File: src/rtl/rurt_pkg.sv
// Shared types and codes of the receive tracker.
`timescale 1ns / 1ps

package rurt_pkg;

  localparam int SEQ_W   = 11;
  localparam int TS_W    = 32;
  localparam int SLOT_W  = 5;
  localparam int CNT_W   = 5;
  localparam int KIND_W  = 2;
  localparam int CMD_W   = 2;

  // Packet types on the command input
  localparam logic [CMD_W-1:0] CMD_DATA = 2'd0;
  localparam logic [CMD_W-1:0] CMD_FIN  = 2'd1;

  // Result kinds
  localparam logic [KIND_W-1:0] KIND_ACK  = 2'd0;
  localparam logic [KIND_W-1:0] KIND_LOST = 2'd1;
  localparam logic [KIND_W-1:0] KIND_ALL  = 2'd2;

  // Classified operation carried from the front to the back
  typedef enum logic [1:0] {
    OP_DATA,
    OP_BAD,
    OP_FIN
  } op_e;

  typedef struct packed {
    op_e               op;
    logic [SEQ_W-1:0]  seq;
    logic [SEQ_W-1:0]  total;
    logic [TS_W-1:0]   timestamp;
    logic [SLOT_W-1:0] slot;
    logic [SEQ_W-1:0]  window;
  } entry_t;

  typedef struct packed {
    logic   valid;
    entry_t entry;
  } queue_out_t;

  typedef struct packed {
    logic clearing;
  } back_status_t;

endpackage

File: src/rtl/rurt_front.sv
// Front end: accepts packet headers, saturates the total and classifies them.
`timescale 1ns / 1ps

module rurt_front #(
  parameter int MAX_PACKETS = 1024
) (
  input  logic                                  start,
  output logic                                  busy,
  input  logic [rurt_pkg::CMD_W-1:0]            command_i,
  input  logic [rurt_pkg::SEQ_W-1:0]            seq_i,
  input  logic [rurt_pkg::SEQ_W-1:0]            total_i,
  input  logic [rurt_pkg::TS_W-1:0]             timestamp_i,
  input  logic [rurt_pkg::SLOT_W-1:0]           slot_i,
  input  logic [rurt_pkg::SEQ_W-1:0]            window_i,
  input  logic                                  q_full_i,
  input  rurt_pkg::back_status_t                status_i,
  output logic                                  push_o,
  output rurt_pkg::entry_t                      entry_o
);

  logic [rurt_pkg::SEQ_W-1:0] total_sat;
  logic                       seq_bad;

  assign busy = q_full_i | status_i.clearing;

  always_comb begin
    if (32'(total_i) > MAX_PACKETS) begin
      total_sat = rurt_pkg::SEQ_W'(MAX_PACKETS);
    end else begin
      total_sat = total_i;
    end
    seq_bad = (seq_i == '0) || (seq_i > total_sat);
  end

  always_comb begin
    entry_o.seq       = seq_i;
    entry_o.total     = total_sat;
    entry_o.timestamp = timestamp_i;
    entry_o.slot      = slot_i;
    entry_o.window    = window_i;
    if (command_i == rurt_pkg::CMD_FIN) begin
      entry_o.op = rurt_pkg::OP_FIN;
    end else if (seq_bad) begin
      entry_o.op = rurt_pkg::OP_BAD;
    end else begin
      entry_o.op = rurt_pkg::OP_DATA;
    end
  end

  // Drop unknown commands: they are accepted but never queued
  assign push_o = start & ~busy &
                  ((command_i == rurt_pkg::CMD_DATA) || (command_i == rurt_pkg::CMD_FIN));

endmodule

File: src/rtl/rurt_queue.sv
// Two-entry queue of classified words between the front and the back.
`timescale 1ns / 1ps

module rurt_queue (
  input  logic                 clk_i,
  input  logic                 rst_ni,
  input  logic                 push_i,
  input  rurt_pkg::entry_t     entry_i,
  output logic                 full_o,
  input  logic                 pop_i,
  output rurt_pkg::queue_out_t q_o
);

  localparam int DEPTH = 2;
  localparam int PW    = $clog2(DEPTH);

  rurt_pkg::entry_t  slots_q [DEPTH];
  logic [PW-1:0]     wr_ptr_q, wr_ptr_d;
  logic [PW-1:0]     rd_ptr_q, rd_ptr_d;
  logic [PW:0]       count_q, count_d;
  logic              do_push, do_pop;

  assign full_o  = (count_q == (PW+1)'(DEPTH));
  assign do_push = push_i & ~full_o;
  assign do_pop  = pop_i & (count_q != '0);

  assign q_o.valid = (count_q != '0);
  assign q_o.entry = slots_q[rd_ptr_q];

  always_comb begin
    wr_ptr_d = wr_ptr_q;
    rd_ptr_d = rd_ptr_q;
    count_d  = count_q;
    if (do_push) begin
      wr_ptr_d = (wr_ptr_q == PW'(DEPTH-1)) ? '0 : wr_ptr_q + 1'b1;
    end
    if (do_pop) begin
      rd_ptr_d = (rd_ptr_q == PW'(DEPTH-1)) ? '0 : rd_ptr_q + 1'b1;
    end
    if (do_push && !do_pop) begin
      count_d = count_q + 1'b1;
    end else if (do_pop && !do_push) begin
      count_d = count_q - 1'b1;
    end
  end

  always_ff @(posedge clk_i or negedge rst_ni) begin
    if (!rst_ni) begin
      wr_ptr_q <= '0;
      rd_ptr_q <= '0;
      count_q  <= '0;
    end else begin
      wr_ptr_q <= wr_ptr_d;
      rd_ptr_q <= rd_ptr_d;
      count_q  <= count_d;
    end
  end

  always_ff @(posedge clk_i) begin
    if (do_push) begin
      slots_q[wr_ptr_q] <= entry_i;
    end
  end

endmodule

File: src/rtl/rurt_back.sv
// Back end: received bitmap, acknowledge generation and fin scan.
`timescale 1ns / 1ps

module rurt_back #(
  parameter int MAX_PACKETS = 1024,
  parameter int MAX_LOST    = 20
) (
  input  logic                            clk_i,
  input  logic                            rst_ni,
  input  rurt_pkg::queue_out_t            q_i,
  output logic                            pop_o,
  output rurt_pkg::back_status_t          status_o,
  output logic                            ack_valid_o,
  output logic [rurt_pkg::KIND_W-1:0]     ack_kind_o,
  output logic [rurt_pkg::SLOT_W-1:0]     ack_slot_o,
  output logic [rurt_pkg::SEQ_W-1:0]      ack_seq_o,
  output logic [rurt_pkg::TS_W-1:0]       ack_timestamp_o,
  output logic [rurt_pkg::CNT_W-1:0]      ack_count_o,
  output logic [rurt_pkg::SEQ_W-1:0]      ack_window_o,
  output logic                            duplicate_o,
  output logic                            bad_seq_o,
  output logic                            last_o
);

  localparam int AW = (MAX_PACKETS > 1) ? $clog2(MAX_PACKETS) : 1;
  localparam int WW = (AW > rurt_pkg::SEQ_W) ? AW : rurt_pkg::SEQ_W;
  localparam int NW = $clog2(MAX_LOST + 1);
  localparam int SW = rurt_pkg::SEQ_W;

  localparam logic [2:0] ST_CLEAR = 3'd0;
  localparam logic [2:0] ST_IDLE  = 3'd1;
  localparam logic [2:0] ST_DCHK  = 3'd2;
  localparam logic [2:0] ST_SCAN  = 3'd3;
  localparam logic [2:0] ST_FEND  = 3'd4;

  function automatic logic [AW-1:0] to_addr(input logic [SW-1:0] v);
    logic [WW-1:0] w;
    w = WW'(v);
    return w[AW-1:0];
  endfunction

  // Bitmap memory
  logic          mem [MAX_PACKETS];
  logic          rd_en, wr_en, wr_data, rd_data_q;
  logic [AW-1:0] rd_addr, wr_addr;

  logic [2:0]    state_q, state_d;
  logic [AW-1:0] clr_addr_q, clr_addr_d;
  logic [SW-1:0] total_count_q, total_count_d;

  // Data packet held across the read-modify-write
  logic [AW-1:0]                 cur_addr_q, cur_addr_d;
  logic [SW-1:0]                 cur_seq_q, cur_seq_d;
  logic [rurt_pkg::TS_W-1:0]     cur_ts_q, cur_ts_d;
  logic [rurt_pkg::SLOT_W-1:0]   cur_slot_q, cur_slot_d;
  logic [SW-1:0]                 cur_win_q, cur_win_d;

  // Fin scan
  logic [SW-1:0]                 iss_q, iss_d;
  logic                          chk_v_q, chk_v_d;
  logic [SW-1:0]                 chk_idx_q, chk_idx_d;
  logic [NW-1:0]                 lost_n_q, lost_n_d;
  logic [NW-1:0]                 lost_inc;
  logic                          pend_v_q, pend_v_d;
  logic [SW-1:0]                 pend_seq_q, pend_seq_d;
  logic [rurt_pkg::CNT_W-1:0]    pend_cnt_q, pend_cnt_d;

  // Result to register
  logic                          emit;
  logic [rurt_pkg::KIND_W-1:0]   e_kind;
  logic [rurt_pkg::SLOT_W-1:0]   e_slot;
  logic [SW-1:0]                 e_seq;
  logic [rurt_pkg::TS_W-1:0]     e_ts;
  logic [rurt_pkg::CNT_W-1:0]    e_cnt;
  logic [SW-1:0]                 e_win;
  logic                          e_dup, e_bad, e_last;

  logic                          out_valid_q;

  assign status_o.clearing = (state_q == ST_CLEAR);
  assign lost_inc          = lost_n_q + 1'b1;

  always_comb begin
    state_d       = state_q;
    clr_addr_d    = clr_addr_q;
    total_count_d = total_count_q;
    cur_addr_d    = cur_addr_q;
    cur_seq_d     = cur_seq_q;
    cur_ts_d      = cur_ts_q;
    cur_slot_d    = cur_slot_q;
    cur_win_d     = cur_win_q;
    iss_d         = iss_q;
    chk_v_d       = 1'b0;
    chk_idx_d     = chk_idx_q;
    lost_n_d      = lost_n_q;
    pend_v_d      = pend_v_q;
    pend_seq_d    = pend_seq_q;
    pend_cnt_d    = pend_cnt_q;
    pop_o         = 1'b0;
    rd_en         = 1'b0;
    rd_addr       = '0;
    wr_en         = 1'b0;
    wr_addr       = cur_addr_q;
    wr_data       = 1'b1;
    emit          = 1'b0;
    e_kind        = rurt_pkg::KIND_ACK;
    e_slot        = '0;
    e_seq         = '0;
    e_ts          = '0;
    e_cnt         = '0;
    e_win         = '0;
    e_dup         = 1'b0;
    e_bad         = 1'b0;
    e_last        = 1'b0;

    case (state_q)
      ST_CLEAR: begin
        wr_en   = 1'b1;
        wr_addr = clr_addr_q;
        wr_data = 1'b0;
        if (clr_addr_q == AW'(MAX_PACKETS - 1)) begin
          state_d = ST_IDLE;
        end else begin
          clr_addr_d = clr_addr_q + 1'b1;
        end
      end

      ST_IDLE: begin
        if (q_i.valid) begin
          pop_o = 1'b1;
          case (q_i.entry.op)
            rurt_pkg::OP_DATA: begin
              total_count_d = q_i.entry.total;
              rd_en         = 1'b1;
              rd_addr       = to_addr(q_i.entry.seq - 1'b1);
              cur_addr_d    = to_addr(q_i.entry.seq - 1'b1);
              cur_seq_d     = q_i.entry.seq;
              cur_ts_d      = q_i.entry.timestamp;
              cur_slot_d    = q_i.entry.slot;
              cur_win_d     = q_i.entry.window;
              state_d       = ST_DCHK;
            end
            rurt_pkg::OP_BAD: begin
              // Out-of-range number: acknowledge without touching the map
              total_count_d = q_i.entry.total;
              emit          = 1'b1;
              e_slot        = q_i.entry.slot;
              e_seq         = q_i.entry.seq;
              e_ts          = q_i.entry.timestamp;
              e_cnt         = q_i.entry.slot + 1'b1;
              e_win         = q_i.entry.window;
              e_bad         = 1'b1;
              e_last        = 1'b1;
            end
            rurt_pkg::OP_FIN: begin
              iss_d    = '0;
              lost_n_d = '0;
              pend_v_d = 1'b0;
              state_d  = ST_SCAN;
            end
            default: begin
              state_d = ST_IDLE;
            end
          endcase
        end
      end

      ST_DCHK: begin
        // Mark the number unless the read shows it already set
        wr_en   = ~rd_data_q;
        emit    = 1'b1;
        e_slot  = cur_slot_q;
        e_seq   = cur_seq_q;
        e_ts    = cur_ts_q;
        e_cnt   = cur_slot_q + 1'b1;
        e_win   = cur_win_q;
        e_dup   = rd_data_q;
        e_last  = 1'b1;
        state_d = ST_IDLE;
      end

      ST_SCAN: begin
        if (iss_q < total_count_q) begin
          rd_en     = 1'b1;
          rd_addr   = to_addr(iss_q);
          chk_v_d   = 1'b1;
          chk_idx_d = iss_q;
          iss_d     = iss_q + 1'b1;
        end
        if (chk_v_q && !rd_data_q) begin
          // Flush the previous lost number, hold this one until the next or the end
          if (pend_v_q) begin
            emit   = 1'b1;
            e_kind = rurt_pkg::KIND_LOST;
            e_seq  = pend_seq_q;
            e_cnt  = pend_cnt_q;
          end
          pend_v_d   = 1'b1;
          pend_seq_d = chk_idx_q + 1'b1;
          pend_cnt_d = rurt_pkg::CNT_W'(lost_inc);
          lost_n_d   = lost_inc;
          if (lost_inc == NW'(MAX_LOST)) begin
            chk_v_d = 1'b0;
            state_d = ST_FEND;
          end
        end else if (!chk_v_q && !(iss_q < total_count_q)) begin
          state_d = ST_FEND;
        end
      end

      ST_FEND: begin
        emit   = 1'b1;
        e_last = 1'b1;
        if (pend_v_q) begin
          e_kind = rurt_pkg::KIND_LOST;
          e_seq  = pend_seq_q;
          e_cnt  = pend_cnt_q;
        end else begin
          e_kind = rurt_pkg::KIND_ALL;
        end
        state_d = ST_IDLE;
      end

      default: begin
        state_d = ST_IDLE;
      end
    endcase
  end

  always_ff @(posedge clk_i) begin
    if (wr_en) begin
      mem[wr_addr] <= wr_data;
    end
    if (rd_en) begin
      rd_data_q <= mem[rd_addr];
    end
  end

  always_ff @(posedge clk_i or negedge rst_ni) begin
    if (!rst_ni) begin
      state_q       <= ST_CLEAR;
      clr_addr_q    <= '0;
      total_count_q <= '0;
      chk_v_q       <= 1'b0;
      lost_n_q      <= '0;
      pend_v_q      <= 1'b0;
      out_valid_q   <= 1'b0;
    end else begin
      state_q       <= state_d;
      clr_addr_q    <= clr_addr_d;
      total_count_q <= total_count_d;
      chk_v_q       <= chk_v_d;
      lost_n_q      <= lost_n_d;
      pend_v_q      <= pend_v_d;
      out_valid_q   <= emit;
    end
  end

  always_ff @(posedge clk_i) begin
    cur_addr_q      <= cur_addr_d;
    cur_seq_q       <= cur_seq_d;
    cur_ts_q        <= cur_ts_d;
    cur_slot_q      <= cur_slot_d;
    cur_win_q       <= cur_win_d;
    iss_q           <= iss_d;
    chk_idx_q       <= chk_idx_d;
    pend_seq_q      <= pend_seq_d;
    pend_cnt_q      <= pend_cnt_d;
    ack_kind_o      <= e_kind;
    ack_slot_o      <= e_slot;
    ack_seq_o       <= e_seq;
    ack_timestamp_o <= e_ts;
    ack_count_o     <= e_cnt;
    ack_window_o    <= e_win;
    duplicate_o     <= e_dup;
    bad_seq_o       <= e_bad;
    last_o          <= e_last;
  end

  assign ack_valid_o = out_valid_q;

  a_no_mark_in_scan: assert property (@(posedge clk_i) disable iff (!rst_ni)
    (state_q == ST_SCAN) |-> !wr_en)
    else $error("bitmap written during fin scan");

  a_lost_bound: assert property (@(posedge clk_i) disable iff (!rst_ni)
    lost_n_q <= NW'(MAX_LOST))
    else $error("lost report count beyond limit");

  a_all_is_last: assert property (@(posedge clk_i) disable iff (!rst_ni)
    (out_valid_q && (ack_kind_o == rurt_pkg::KIND_ALL)) |-> last_o)
    else $error("all-received result without last");

  a_check_after_pop: assert property (@(posedge clk_i) disable iff (!rst_ni)
    (state_q == ST_DCHK) |-> ($past(state_q) == ST_IDLE && $past(pop_o)))
    else $error("data check without a popped word");

endmodule

File: src/rtl/reliable_udp_receive_tracker.sv
// Top level of the selective-repeat receive tracker.
//
// Usage: drive a packet header on command_i and its fields and raise start;
// the word is taken at a rising edge with start high and busy low. Results
// leave on the ack_* ports for one cycle each, marked by ack_valid_o; the
// receiver cannot hold them off, and last_o flags the final result of a header.
// A front classifies headers (data, bad data, fin, or dropped) into a
// two-entry queue; a back unit owns the received bitmap (one bit per packet,
// one read and one write port) and produces results.
// Data path: with the back unit idle, an acknowledge passes the queue slot,
// the bitmap read register and the output registers; a bad number skips the read.
// Order of work: a data header pops with a bitmap read, then is checked and
// marked; a header with a bad number is answered at the pop; a fin pops, makes
// one bitmap read per cycle, finishes the last check and then gives the final
// word, stopping early after MAX_LOST lost numbers. Unknown commands are taken
// and give nothing.
// busy rises when the queue is full.
// Reset: the bitmap is cleared by a pass over all MAX_PACKETS entries, one entry per
// cycle, with busy high throughout; the stored total resets to zero.
`timescale 1ns / 1ps

module reliable_udp_receive_tracker #(
  parameter int MAX_PACKETS = 1024,
  parameter int MAX_LOST    = 20
) (
  input  logic                           clk_i,
  input  logic                           rst_ni,
  input  logic                           start,
  output logic                           busy,
  input  logic [rurt_pkg::CMD_W-1:0]     command_i,
  input  logic [rurt_pkg::SEQ_W-1:0]     seq_i,
  input  logic [rurt_pkg::SEQ_W-1:0]     total_i,
  input  logic [rurt_pkg::TS_W-1:0]      timestamp_i,
  input  logic [rurt_pkg::SLOT_W-1:0]    slot_i,
  input  logic [rurt_pkg::SEQ_W-1:0]     window_i,
  output logic                           ack_valid_o,
  output logic [rurt_pkg::KIND_W-1:0]    ack_kind_o,
  output logic [rurt_pkg::SLOT_W-1:0]    ack_slot_o,
  output logic [rurt_pkg::SEQ_W-1:0]     ack_seq_o,
  output logic [rurt_pkg::TS_W-1:0]      ack_timestamp_o,
  output logic [rurt_pkg::CNT_W-1:0]     ack_count_o,
  output logic [rurt_pkg::SEQ_W-1:0]     ack_window_o,
  output logic                           duplicate_o,
  output logic                           bad_seq_o,
  output logic                           last_o
);

  logic                   push, q_full, pop;
  rurt_pkg::entry_t       entry;
  rurt_pkg::queue_out_t   q_out;
  rurt_pkg::back_status_t status;

  rurt_front #(
    .MAX_PACKETS(MAX_PACKETS)
  ) u_front (
    .start       (start),
    .busy        (busy),
    .command_i   (command_i),
    .seq_i       (seq_i),
    .total_i     (total_i),
    .timestamp_i (timestamp_i),
    .slot_i      (slot_i),
    .window_i    (window_i),
    .q_full_i    (q_full),
    .status_i    (status),
    .push_o      (push),
    .entry_o     (entry)
  );

  rurt_queue u_queue (
    .clk_i   (clk_i),
    .rst_ni  (rst_ni),
    .push_i  (push),
    .entry_i (entry),
    .full_o  (q_full),
    .pop_i   (pop),
    .q_o     (q_out)
  );

  rurt_back #(
    .MAX_PACKETS(MAX_PACKETS),
    .MAX_LOST   (MAX_LOST)
  ) u_back (
    .clk_i           (clk_i),
    .rst_ni          (rst_ni),
    .q_i             (q_out),
    .pop_o           (pop),
    .status_o        (status),
    .ack_valid_o     (ack_valid_o),
    .ack_kind_o      (ack_kind_o),
    .ack_slot_o      (ack_slot_o),
    .ack_seq_o       (ack_seq_o),
    .ack_timestamp_o (ack_timestamp_o),
    .ack_count_o     (ack_count_o),
    .ack_window_o    (ack_window_o),
    .duplicate_o     (duplicate_o),
    .bad_seq_o       (bad_seq_o),
    .last_o          (last_o)
  );

endmodule
File: config.mk
export PLATFORM = sky130hd
export DESIGN_NAME = reliable_udp_receive_tracker
export DESIGN_NICKNAME = d
export VERILOG_FILES = /design/src/rtl/rurt_pkg.sv /design/src/rtl/rurt_front.sv /design/src/rtl/rurt_queue.sv /design/src/rtl/rurt_back.sv /design/src/rtl/reliable_udp_receive_tracker.sv
export SDC_FILE = /design/constraint.sdc
export NUM_CORES = 2
export LEC_CHECK = 0
export BUFFER_PORTS_ARGS = -buffer_cell sky130_fd_sc_hd__buf_4
export CORE_UTILIZATION = 30
export DETAILED_ROUTE_END_ITERATION = 6
export SLEW_MARGIN = 10
export SYNTH_ARGS = -nofsm -noshare
export SYNTH_HDL_FRONTEND = slang
export SYNTH_SLANG_ARGS = --single-unit
export TNS_END_PERCENT = 10
File: constraint.sdc
create_clock -name clk_i -period 31.9 [get_ports clk_i]
set_clock_uncertainty 0.15 [all_clocks]
set_input_delay 1.595 -clock clk_i [delete_from_list [all_inputs] [get_ports clk_i]]
set_output_delay 1.595 -clock clk_i [all_outputs]
set_load 0.02 [all_outputs]
==> impl_metrics.tcl <==
set metrics [dict create \
    core_area_um2 197000 \
    combPwrFrac 0.004 \
    initial_utilization 0.302 \
    critPathMaxFanout 126 \
    fin_ws_ns 25.46 \
    placed_area_um2 63500 \
    grt_max_degree 176 \
    design_area_um2 68400 \
    clk_latency_ns 0.78 \
    clkPwrFrac 0.472 \
    nNetsFinal 5064 \
    fp.dieH_um 448 \
    most-common-layout-cells "edfxtp_1, nor2_1, nand2_1, buf_4, nand3_1" \
    ys_warn_count 0 \
    syn_area_per_cell_um2 12.0 \
    dp_hpwl_um 103000 \
    period_minus_slack_ns 6.44 \
    min_path_type "flop to flop" \
    worst_slew_pin_slew_ns 1.26 \
    finalSetupViolCount 0 \
    syn_to_final_growth_pct 14.5 \
    antenna_left 0 \
    cts_root_buf "clkbuf_16" \
    clk_path_buf_depth 3 \
    cp_slowest_cell "nand2_4" \
    viasPerCell 5.48 \
    antenna_found_initial 4 \
    drc 2 \
    power.leakage_nw 20.5 \
    cp.required_ns 32.38 \
    power.switching_mw 0.749 \
    relSlewSlack 0.161 \
    mostFrequentLayoutCell "edfxtp_1" \
    path_buf_inv 3 \
    synth_edf_count 1276 \
    crit_family "compound AO/OA/AOI/OAI gates" \
    vdd_drop_max_v 0.0000583 \
    grt_overflow_total 0 \
    clkTransAtPathRegs_ns 0.06 \
    post_cts_buffers 0 \
    path_cells "or3_4 -> a211oi_4 -> buf_4 -> nand2_8 -> nand2_4 -> buf_12 -> buf_4 -> a2111oi_0 -> a211oi_1 -> nor4_1 -> a311o_1 -> a41oi_1 -> a211oi_1 -> a32oi_1" \
    synth_seq_area_share 0.680 \
    totalWireLength_um 194000 \
    num-fill-cells 19500 \
    gp_congestion 0.836 \
    syn_area_um2 59700 \
    status "finished with violations" \
    fin_cells 7725 \
    r2r_slack_ns 25.46 \
    crit_type "flop to flop" \
    total_power_mw 3.72 \
    num_io_pins 146 \
    final_max_slew_viol_count 0 \
    drive_gt1_frac 0.117 \
    cts_tree "built" \
    dieArea_um2 201000 \
    cp_data_arrival_time_ns 6.91 \
    fmax_mhz 155 \
    hold_violations 0 \
    grt_pass1_wl_um 277000 \
    first_global_vias 39900 \
    crit_path_max_incr_delay_ns 0.77 \
    synthTopCellsByArea "edfxtp_1, nor2_1, nand2_1" \
    wl_per_cell_um 25.2 \
    utilization 0.346 \
    final.setup.tns_ns 0 \
    dr.pass1.iters 7 \
    end_kind "flop" \
    drv_cap 0 \
    syn_nets 5096 \
    netlist.area_leader.share 0.642 \
    htreeDepth 4 \
    rsz0062_at_grt "no" \
    routed-via-count 42300 \
    synth_seq_cells 1381 \
    synthCells 4991 \
    num_rows 163 \
    cts-buffers-inserted 148 \
    finalCritPeriodShare 0.202 \
    crit_path_start_kind "flop" \
    holdWs_ns 0.313 \
    power.share.sequential 0.524 \
    cts_resized 0 \
    swShare 0.201 \
    synth_top_area_cell "edfxtp_1" \
    drt-initial-drc-count 6216 \
    cts-hold-fix-buffers 0 \
    clkSinkCount 1381 \
    ys_types 80 \
    dp_slack_ns 25.63 \
    port_buffers 145 \
    fp.dieW_um 448 \
    dp.cells 7449 \
    gr-usage-all-layers 0.188 \
    p_per_area_nw_per_um2 54.5 \
    ys_async_sr_fraction 0.0261 \
    synth_ff_type "edfxtp_1" \
    intPower_mw 2.97 \
    violations "DRC" \
]
## per-layer routing
metal,track usage,wire length (um),share of wire
met1,0.259,78400,0.40
met2,0.283,85900,0.44
met3,0.0441,22500,0.12
met4,0.0755,7470,0.038
met5,0,54,0.00028
## worst paths after layout
kind	startpoint	cells past startpoint	endpoint
worst max-delay path	u_queue.rd_ptr_q$_DFFE_PN0P_	14	u_back.rd_data_q$_DFFE_PP_
worst min-delay path	u_back.cur_ts_q[8]$_DFFE_PP_	1	u_back.ack_timestamp_o[8]$_DFF_P_
worst max register to register	u_queue.rd_ptr_q$_DFFE_PN0P_	14	u_back.rd_data_q$_DFFE_PP_
worst min register to register	u_back.cur_ts_q[8]$_DFFE_PP_	1	u_back.ack_timestamp_o[8]$_DFF_P_
max in group asynchronous	rst_ni	1	u_queue.rd_ptr_q$_DFFE_PN0P_
min in group asynchronous	rst_ni	1	u_back.total_count_q[3]$_DFFE_PN0P_
## power by group through the flow
stage | registers [mW] | clock network, mW | logic (mW)
finish | 1.95 | 1.76 | 0.0152
global route | 1.95 | 1.84 | 0.0170
CTS | 1.95 | 1.77 | 0.0154
detailed placement | 1.99 | 0 | 0.0153
global placement | 1.99 | 0 | 0.0147
floorplan | 1.99 | 0 | 0.00415
## Yosys cell counts (10+ instances only)
cell       count
a211oi_1     143
xor2_1        10
inv_1         54
a32oi_1       31
nand3b_1      10
a211o_1       18
nor4_1        16
buf_1         47
buf_2         96
nand2_1      559
o21ai_0      110
xnor2_1       38
nor3_1        20
o211ai_1      16
mux2_2        53
a311oi_1      27
a22o_1        68
ha_1          30
mux2i_1      123
and3_1       151
a2111oi_0     46
a21boi_0      15
o21a_1        11
nor2_1      1078
nand3_1      166
a21oi_1      100
dfxtp_1       69
a221oi_1      17
dfrtp_1       36
a31oi_1       68
nand4_1       13
and2_1        18
edfxtp_1    1276
clkbuf_1     270
a22oi_1       44
## registers in the layout, indices dropped and copies added (netlist names), 5 cells and up
register and cells:
u_back.ack_count_o 5, u_back.ack_seq_o 11, u_back.ack_slot_o 5, u_back.ack_timestamp_o 32, u_back.ack_window_o 11, u_back.chk_idx_q 11, u_back.clr_addr_q 10, u_back.cur_addr_q 10
u_back.cur_seq_q 11, u_back.cur_slot_q 5, u_back.cur_ts_q 32, u_back.cur_win_q 11, u_back.iss_q 11, u_back.lost_n_q 5, u_back.mem 1024, u_back.pend_cnt_q 5
u_back.pend_seq_q 11, u_back.total_count_q 11, u_queue.slots_q 144
## cells by family (layout without fill, tap and decap cells)
logic type / count (synthesis) / after routing / share of synthesized area
other: 0 / 2 / 0
and+or+nand+nor: 2079 / 2079 / 0.146
AOI/OAI and AO/OA: 799 / 799 / 0.0967
xor gates and xnor gates: 48 / 48 / 0.00704
muxes: 176 / 176 / 0.0306
buffers and inverters: 478 / 570 / 0.0329
adders and majority gates: 30 / 30 / 0.00629
DFF: 1381 / 1381 / 0.680
## final cells by class
type | count | area, um2 | area share
tap | 2640 | 3300 | 0.0483
timing repair buffer | 240 | 1860 | 0.0273
inverter | 56 | 218 | 0.00318
clock inverter | 90 | 933 | 0.0137
multi-input combinational | 3132 | 17500 | 0.256
sequential | 1381 | 40600 | 0.594
clock buffer | 184 | 3960 | 0.0580
antenna | 2 | 5.00 | 0.0000732
Power figures use the tool's default switching activity.
